## config.mk

```make
export PLATFORM = sky130hd
export DESIGN_NAME = coab_isqrt
export DESIGN_NICKNAME = d
export VERILOG_FILES = /design/src/design/coab_pkg.sv /design/src/design/coab_isqrt.sv
export SDC_FILE = /design/constraint.sdc
export NUM_CORES = 1
export LEC_CHECK = 0
export ABC_AREA = 1
export BUFFER_PORTS_ARGS = -buffer_cell sky130_fd_sc_hd__buf_4
export CORE_UTILIZATION = 45
export DETAILED_ROUTE_END_ITERATION = 8
export SKIP_CTS_REPAIR_TIMING = 1
export SLEW_MARGIN = 20
export SYNTH_ARGS = -nofsm -noshare
export SYNTH_HDL_FRONTEND = slang
export SYNTH_SLANG_ARGS = --single-unit
```

## constraint.sdc

```tcl
create_clock -name clk -period 13.5 [get_ports clk]
set_clock_uncertainty 0.05 [all_clocks]
set_input_delay 2.7 -clock clk [delete_from_list [all_inputs] [get_ports clk]]
set_output_delay 2.7 -clock clk [all_outputs]
set_load 0.01 [all_outputs]
```

## src/design/coab_pkg.sv

```systemverilog
`default_nettype none

package coab_pkg;

    localparam int DEFAULT_IMAGE_WIDTH  = 64;
    localparam int DEFAULT_IMAGE_HEIGHT = 64;

    localparam int COORD_W = 6;
    localparam int COLOR_W = 8;
    localparam int SQ_W    = 2 * COORD_W;

    // divide by a hundred: floor(x * 5243 / 2^19) is exact for x below 43690
    localparam logic [6:0]  PERCENT_FULL = 7'd100;
    localparam logic [12:0] RECIP_100    = 13'd5243;
    localparam int          RECIP_SHIFT  = 19;

    typedef enum logic [1:0] {
        KIND_WRITE = 2'd0,
        KIND_READ  = 2'd1,
        KIND_DRAW  = 2'd2,
        KIND_NONE  = 2'd3
    } kind_t;

    // register index, byte address 4 * index on the apb port
    typedef enum logic [2:0] {
        REG_CENTER_COL = 3'd0,
        REG_CENTER_ROW = 3'd1,
        REG_RADIUS     = 3'd2,
        REG_INK_RED    = 3'd3,
        REG_INK_GREEN  = 3'd4,
        REG_INK_BLUE   = 3'd5,
        REG_OPACITY    = 3'd6
    } reg_idx_t;

    typedef struct packed {
        logic               done;
        logic [COORD_W-1:0] root;
    } coab_sqrt_stat_t;

endpackage

`default_nettype wire

```

## src/design/coab_isqrt.sv

```systemverilog
`default_nettype none

module coab_isqrt
    import coab_pkg::*;
(
    input  wire logic               clk,
    input  wire logic               rst_n,
    input  wire logic               start,
    input  wire logic [COORD_W-1:0] radius,
    input  wire logic [COORD_W-1:0] index,
    output coab_sqrt_stat_t         stat
);

    localparam int BIT_W = $clog2(COORD_W);

    logic [SQ_W-1:0]    value_reg;
    logic [COORD_W-1:0] root_reg;
    logic [BIT_W-1:0]   bit_reg;
    logic               busy_reg;
    logic               done_reg;

    logic [SQ_W-1:0]    rad_sq;
    logic [SQ_W-1:0]    idx_sq;
    logic [COORD_W-1:0] trial;
    logic [SQ_W-1:0]    trial_sq;

    assign rad_sq   = SQ_W'(radius) * SQ_W'(radius);
    assign idx_sq   = SQ_W'(index) * SQ_W'(index);
    assign trial    = root_reg | (COORD_W'(1) << bit_reg);
    assign trial_sq = SQ_W'(trial) * SQ_W'(trial);

    // one result bit per cycle, most significant first
    always_ff @(posedge clk or negedge rst_n)
    begin
        if (!rst_n)
        begin
            value_reg <= '0;
            root_reg  <= '0;
            bit_reg   <= '0;
            busy_reg  <= 1'b0;
            done_reg  <= 1'b0;
        end
        else
        begin
            done_reg <= 1'b0;
            if (start)
            begin
                // index beyond the radius gives a root of zero
                value_reg <= (radius >= index) ? (rad_sq - idx_sq) : '0;
                root_reg  <= '0;
                bit_reg   <= BIT_W'(COORD_W - 1);
                busy_reg  <= 1'b1;
            end
            else if (busy_reg)
            begin
                if (trial_sq <= value_reg)
                begin
                    root_reg <= trial;
                end
                if (bit_reg == '0)
                begin
                    busy_reg <= 1'b0;
                    done_reg <= 1'b1;
                end
                else
                begin
                    bit_reg <= bit_reg - BIT_W'(1);
                end
            end
        end
    end

    assign stat.done = done_reg;
    assign stat.root = root_reg;

endmodule

`default_nettype wire

```

=== Word-level counts from Yosys, hierarchy flattened ===
Index checks and enable logic that the tools add are counted.

* Register bits: 23
* Output and inout bits: 7
* Bits of input ports: 15
* Logic and storage cells: 33

* Multiply operators: 3
* Order comparisons: 2
* Multiplexer cells: 13
* Eq/ne operators: 1
* Add/subtract/negate cells: 2
* Shifts and indexed selects: 1
* Bitwise gates (word level): 1
* Reduce and logical (&&, ||, !) cells: 5

{| class="wikitable"
|+ Operators by type and width
! kind !! count
|-
| 6-bit by 6-bit multiplier with 12-bit output || 3
|-
| 6-bit two-way mux || 3
|-
| 12-bit <= comparator || 1
|-
| 12-bit two-way mux || 1
|-
| 12-bit subtractor || 1
|-
| 3-bit two-way mux || 3
|-
| 6-bit greater-or-equal comparator || 1
|-
| 1-bit two-way mux || 6
|-
| 6-bit bitwise OR || 1
|-
| 1-bit by 3-bit left shift with 6-bit output, first input constant || 1
|-
| 2-bit AND reduction || 2
|-
| 2-bit nonzero test || 2
|-
| 3-bit zero test || 1
|-
| 3-bit by 1-bit subtractor with 3-bit output, second input constant || 1
|-
| 2-bit != test, second input constant || 1
|}

=== Longest topological paths before layout ===
Gate-level depths: netlist of run 1.

* Depth after elaboration: 7
* Mapped depth: 33
* Mapped depth without buffers: 33

=== Worst setup path after synthesis of run 1 ===
OpenSTA, ideal clock, no wires.

* Path kind: input-to-reg
* Start point: input index[3]
* End point: register value_reg[11]
* Required time: 13.333 ns
* Data arrival time: 6.572 ns
* Stages on the path: 19
* Setup slack: 6.761 ns
* Path buffers: 1
* Library setup time: 0.117 ns
* Cell sequence: clkbuf_1 nand2_1 fa_1 fa_1 inv_1 fa_1 inv_1 fa_1 fa_1 ha_1 nand2_1 nor2_1 inv_1 nand2_1 nand2_1 nand3_1 nand2_1 nand3_1 nand2_1

* Cells in the longest elaborated chain, start to end: 3
* Elaborated cells on any way between the ends: 4
* Classes of those cells: 1 x add/sub; 1 x mul; 1 x order compare; 1 x mux

{| class="wikitable"
|+ Ends and longest elaborated chain
! item !! line !! source
|-
| start, declared || coab_isqrt.sv:10 || <nowiki>input wire logic [COORD_W-1:0] index,</nowiki>
|-
| 6-bit by 6-bit multiplier with 12-bit output || coab_isqrt.sv:28 || <nowiki>assign idx_sq = SQ_W'(index) * SQ_W'(index);</nowiki>
|-
| 12-bit subtractor || coab_isqrt.sv:49 || <nowiki>value_reg <= (radius >= index) ? (rad_sq - idx_sq) : '0;</nowiki>
|-
| 12-bit two-way mux * || coab_isqrt.sv:49 ||
|-
| end signal, assigned || coab_isqrt.sv:49 ||
|-
| end, declared || coab_isqrt.sv:16 || <nowiki>logic [SQ_W-1:0] value_reg;</nowiki>
|}

Mark *: on every way between the ends. The rest lies on a longest branch, timed or not.
A chain may end at the register's enable or synchronous reset.

=== Worst setup path in the final report of run 1 ===
* Start point: input index[4]
* End point: register value_reg[10]

The elaborated chain is that of the path after synthesis.

==> results.yml, run 1 <==
global_routing:
  antenna_found_initial: 0
  grt_pass1_wl_um: 15210
  grt_usage_pct: 19.29
  grt_max_degree: 24
  grt_pass1_vias: 3366
  grt-ovfl-total: 0
setup_path:
  path_delay_family: "adder cells"
  worstSetupStartpointType: "input port"
  crit_path_top_delay_cell: "fa_1"
  path_cells: "buf_4, nand2_1, fa_1, fa_1, inv_1, fa_1, inv_1, fa_1, fa_1, ha_1, nand2_1, inv_1, nor2_1, nand2_1, nand2_1, nand2_1, nand2_1, nand3_1, nand2_1"
  critPathMostFrequentCell: "nand2_1"
  path_buf_inv: 4
  worstPathRequired_ns: 13.61
  path_max_fanout: 8
  setup.worst_path.end_class: "flip-flop"
  arrival_ns: 6.71
  crit_type: "input port to flip-flop"
  slowest_delay_ns: 0.55
timing:
  min_period_over_period_pct: 48.95
  slew_headroom_pct: 73.18
  fmax_mhz: 151.3
  hold_viol: 0
  worst_pin_slew_ns: 0.4023
  setup_tns_ns: 0
  slew_violations: 0
  setup_viol: 0
  rsz0062_at_grt: "false"
  period_needed_ns: 6.608
yosys:
  synth.top_cell.area_share_pct: 21.92
  synth_nets: 678
  synth-seq-area-share_pct: 14.00
  syn_area_um2: 4110
  synthCells: 557
  yosysTopAreaCell: "fa_1"
  synth_edf_count: 0
  ys_top_cells_by_area: "fa_1, ha_1, dfrtp_1"
  synth_most_common_cell: "nand2_1"
  netlist_top_cells_count: "nand2_1, inv_1, ha_1"
  ys_types: 31
  synth_seq_cells: 23
  async_reset_ff_share_pct: 100.0
  synthFlopType: "dfrtp_1"
  ys_warn_count: 0
  syn_area_per_cell_um2: 7.379
floorplanning:
  start_util_pct: 46.90
  die-area_um2: 9520
  die_h_um: 97.57
  die_w_um: 97.57
  num_rows: 34
  core-area_um2: 8763
  io_pins: 22
cells_and_area:
  instances_no_fill: 683
  largest_register_ff_count: 12
  antenna_cells: 0
  design_area_um2: 4414
  n_fill_cell: 896
  drive_above_1_share_pct: 8.348
  layout.nets: 697
  area_growth_pct: 7.397
clock_network:
  cts_tree: "built"
  cts_buffers: 3
  cts.sinks: 23
  htree_levels: 1
  clk_path_buf_depth: 2
  clk-insertion-delay-late_ns: 0.27
  path_clk_slew_ns: 0.08
  cts_root_buf: "clkbuf_8"
detailed_routing:
  drtIter0Drc: 122
  via_per_inst: 4.836
  wire_per_inst_um: 11.86
  drc: 0
  antenna_left: 0
  wirelength_um: 8097
  dr.pass1.iters: 5
  num_vias: 3303
placement:
  placed_area_um2: 4368
  place.gp.congestion: 0.8063
  placed_cells: 679
  io_buffers: 21
  hpwl_um: 7105
pwr:
  p_leak_uw: 0.002687
  p_total_uw: 965.8
  powerDensity_nw_per_um2: 218.8
  ir_worst_vdd_mv: 0.1174
run_status:
  status: "finished, final reports clean"
job:
  cap_violations: 0
worst_hold_path:
  hold_path_class: "flip-flop to flip-flop"
==> layout make-up <==
| cell class | instances | area (um2) | share of cell area, % |
|---|---|---|---|
| Sequential cell | 23 | 575.6 | 13.04 |
| Tap cell | 108 | 135.1 | 3.061 |
| Clock buffer | 3 | 41.29 | 0.9354 |
| Multi-Input combinational cell | 381 | 2944 | 66.69 |
| Timing Repair Buffer | 21 | 157.7 | 3.571 |
| Inverter | 146 | 555.5 | 12.59 |
| Clock inverter | 1 | 5.005 | 0.1134 |
==> per-stage QoR <==
stage	utilization [%]	hold slack, ns	setup slack [ns]
2_1_floorplan	-	0.3991	6.761
3_3_place_gp	49.84	0.4214	6.670
3_5_place_dp	49.84	0.4168	6.614
4_1_cts	50.37	0.4386	6.898
5_1_grt	50.37	0.4650	6.617
6_report	50.37	0.4333	6.892
==> worst min-delay path: cells and delay by family (launching register included) <==
kind             cells  cell delay [ns]
DFF                  1             0.35
and+or+nand+nor      2             0.11
==> routing by layer <==
metal | vias up | wire [um] | track usage, %
met1 | 1525 | 4023 | 27.25
li1 | 1702 | - | -
met2 | 72 | 3575 | 31.63
met5 | - | 0 | 0
met3 | 4 | 462 | 4.029
met4 | 0 | 35 | 1.697
==> cells in the final DEF, fill, tap and decap left out, drive strengths merged <==
master / n
nand2: 151
inv: 143
ha: 61
fa: 45
nor2: 31
nand3: 28
dfrtp: 23
buf: 21
a21oi: 17
o21ai: 12
xnor2: 10
xor2: 7
nand4: 5
o22ai: 5
nand3b: 4
clkinv: 4
clkbuf: 3
nor3: 2
o21bai: 1
or2: 1
o21a: 1
==> power by group <==
part | total [uW] | internal [uW] | switching (uW)
clock network | 43.4 | 20.6 | 22.8
registers | 106 | 91.7 | 14.4
logic | 816 | 321 | 495
==> kinds of logic (layout without fill, tap and decap cells) <==
logic type	after synthesis	count (layout)	share of synthesized area [%]
xor+xnor	17	17	3.622
compound gates	36	36	4.749
simple gates	222	222	22.77
flops	23	23	14.00
fa+ha+maj	106	106	40.49
buf+inv	153	171	14.37
==> worst paths after layout <==
check,start,endpoint,slack [ns],cells past startpoint
setup / recovery,index[4],value_reg[10],6.89,19
hold / removal,value_reg[10],value_reg[10],0.43,2
setup reg to reg,bit_reg[0],root_reg[1],8.18,30
hold reg to reg,value_reg[10],value_reg[10],0.43,2
max in group asynchronous,rst_n,value_reg[10],10.90,1
min in group asynchronous,rst_n,done_reg,2.26,1
Note: power is estimated with default switching activity, not from simulation.
==> inputs of run 2 (changes only) <==
--- a/config.mk
+++ b/config.mk
@@ -5,7 +5,7 @@
 export SDC_FILE = /design/constraint.sdc
 export NUM_CORES = 1
 export LEC_CHECK = 0
-export ABC_AREA = 1
+export ABC_AREA = 0
 export BUFFER_PORTS_ARGS = -buffer_cell sky130_fd_sc_hd__buf_4
 export CORE_UTILIZATION = 45
 export DETAILED_ROUTE_END_ITERATION = 8
==> constraint.sdc (replaced) <==
create_clock -name clk -period 6.1 [get_ports clk]
set_clock_uncertainty 0.05 [all_clocks]
set_input_delay 1.22 -clock clk [delete_from_list [all_inputs] [get_ports clk]]
set_output_delay 1.22 -clock clk [all_outputs]
set_load 0.01 [all_outputs]
==> run 2 against run 1 <==
- hold slack improved by 0.0025 ns
- register-to-register slack got worse by 7.6 ns
- non-clock buffer count rose by 6
- critical endpoint is now root_reg[0]
- largest power group unchanged
- clock power rose by 130%
- wire length fell by 6.9%
- first-iteration DRC count fell by 30%
- total power rose by 79%
- cell area fell by 4.6%
==> results.yml, run 2 <==
yosys:
  synth-seq-area-share_pct: 14.92
  synth_nets: 552
  yosysTopAreaCell: "fa_1"
  syn_area_um2: 3859
  synth_edf_count: 0
  syn_area_per_cell_um2: 8.953
  ys_top_cells_by_area: "fa_1, ha_1, dfrtp_1"
  async_reset_ff_share_pct: 100.0
  synth_most_common_cell: "inv_1"
  synth_seq_cells: 23
  synthFlopType: "dfrtp_1"
  ys_warn_count: 0
  netlist_top_cells_count: "inv_1, ha_1, nor2_1"
  synth.top_cell.area_share_pct: 23.35
  synthCells: 431
  ys_types: 46
cells_and_area:
  drive_above_1_share_pct: 9.251
  antenna_cells: 0
  final_cell_mix: "inv_1, ha_1, nor2_1"
  n_fill_cell: 795
  final_common_cell: "inv_1"
  layout.nets: 576
  area_growth_pct: 9.144
  design_area_um2: 4212
  largest_register_ff_count: 12
floorplanning:
  io_pins: 22
  num_rows: 33
  start_util_pct: 46.73
  die_w_um: 94.60
  die_h_um: 94.60
  core-area_um2: 8258
  die-area_um2: 8949
clock_network:
  cts_tree: "built"
  clk-insertion-delay-late_ns: 0.28
  cts.sinks: 23
  htree_levels: 1
  cts_buffers: 3
  cts_root_buf: "clkbuf_8"
  clk_path_buf_depth: 2
  path_clk_slew_ns: 0.09
setup_path:
  worstSetupStartpointType: "flip-flop"
  path_max_fanout: 6
  crit_type: "flip-flop to flip-flop"
  setup.worst_path.end_class: "flip-flop"
  arrival_ns: 5.70
  worstPathRequired_ns: 6.24
timing:
  setup_viol: 0
  rsz0062_at_grt: "false"
  fmax_mhz: 179.8
  slew_headroom_pct: 62.83
  whs_ns: 0.4358
  period_needed_ns: 5.561
  worst_pin_slew_ns: 0.5552
  slew_violations: 0
  setup_tns_ns: 0
  hold_viol: 0
  min_period_over_period_pct: 91.16
global_routing:
  antenna_found_initial: 0
  grt_usage_pct: 19.36
  grt_pass1_wl_um: 13660
  grt-ovfl-total: 0
  grt_pass1_vias: 3002
  grt_max_degree: 24
placement:
  hpwl_um: 6576
  io_buffers: 21
  placed_area_um2: 4158
  place.gp.congestion: 0.8100
detailed_routing:
  via_per_inst: 5.097
  num_vias: 2849
  dr.pass1.iters: 4
  wire_per_inst_um: 13.48
  drc: 0
  drtIter0Drc: 86
  antenna_left: 0
  wirelength_um: 7535
run_status:
  status: "finished, final reports clean"
pwr:
  p_leak_uw: 0.002210
  ir_worst_vdd_mv: 0.2229
  p_total_uw: 1733
  powerDensity_nw_per_um2: 411.4
worst_hold_path:
  hold_path_class: "flip-flop to flip-flop"
job:
  cap_violations: 0
==> run 2: changes by cell type after synthesis, sizes merged, moves of 5 or more <==
cell / previous run / this run
a21o: 0 / 7
and3: 0 / 5
inv: 143 / 82
nand2: 151 / 36
nand2b: 0 / 6
nand3: 28 / 1
nor2: 31 / 46
nor2b: 0 / 8
o22ai: 5 / 10
o31ai: 0 / 7
==> run 2: layer usage <==
| metal | GRT usage (%) | vias up | part of all wire, % |
|---|---|---|---|
| met2 | 36.63 | 32 | 52 |
| met1 | 23.18 | 1362 | 45 |
| li1 | - | 1444 | - |
| met3 | 1.208 | 11 | 1.3 |
| met5 | 0 | - | 0 |
| met4 | 6.061 | 0 | 2.2 |
==> run 2: final cells by class <==
type                    instances  area [um2]  share of cell area, %
clock inverters                 1       7.507                 0.1783
repair buffers                 27       202.7                  4.813
inverters                      82       307.8                  7.308
clock buffers                   3       41.29                 0.9804
flip-flops and latches         23       575.6                  13.67
multi-input cells             318        2945                  69.93
well taps                     105       131.4                  3.119
==> run 2: metrics by stage <==
step           worst slack [ns]  std cells  utilization [%]
6_report                 0.5391        559            51.00
5_1_grt                 0.07399        559            51.00
4_1_cts                  0.3776        559            50.94
3_5_place_dp             0.2926        555            50.35
3_3_place_gp             0.3958        555            50.35
2_1_floorplan            0.6344        431                -
==> run 2: where the power goes <==
| group | total [uW] | internal, uW | switching (uW) | leakage, uW |
|---|---|---|---|---|
| Combinational | 1420 | 642 | 780 | 0.00189 |
| Sequential | 211 | 190 | 21.7 | 0.000297 |
| Clock | 99.9 | 46.3 | 53.6 | 0.0000217 |
==> run 2: worst max-delay path, stage by stage, from the launching register on <==
cell and delay [ns]:
dfrtp_1 0.41, inv_1 0.10, ha_1 0.25, nand2b_1 0.18, nor2b_1 0.20, nor2_1 0.08, fa_1 0.54, inv_1 0.07
fa_1 0.53, inv_1 0.05, fa_1 0.48, ha_1 0.35, and3b_1 0.21, o21a_1 0.19, o21ai_2 0.12, or4b_1 0.43
o211ai_1 0.11, ha_1 0.27, a21o_1 0.16, a21oi_1 0.18, o211ai_1 0.26, o31ai_1 0.27
==> run 2: kinds of logic (layout without fill, tap and decap cells) <==
logic type	after synthesis	count (layout)	share of synthesized area, %
adders and majority gates	106	106	43.13
DFF	23	23	14.92
xor gates and xnor gates	20	20	4.896
AOI/OAI and AO/OA	72	72	13.75
muxes	1	1	0.2594
buffers and inverters	90	113	8.885
and+or+nand+nor	119	119	14.17
==> run 2: final timing paths <==
check	startpoint	to	slack [ns]	cells after the start
setup / recovery	bit_reg[0]	root_reg[0]	0.54	21
hold / removal	value_reg[6]	value_reg[6]	0.44	2
setup reg to reg	bit_reg[0]	root_reg[0]	0.54	21
hold reg to reg	value_reg[6]	value_reg[6]	0.44	2
max in group asynchronous	rst_n	value_reg[9]	4.99	1
min in group asynchronous	rst_n	root_reg[5]	0.76	1
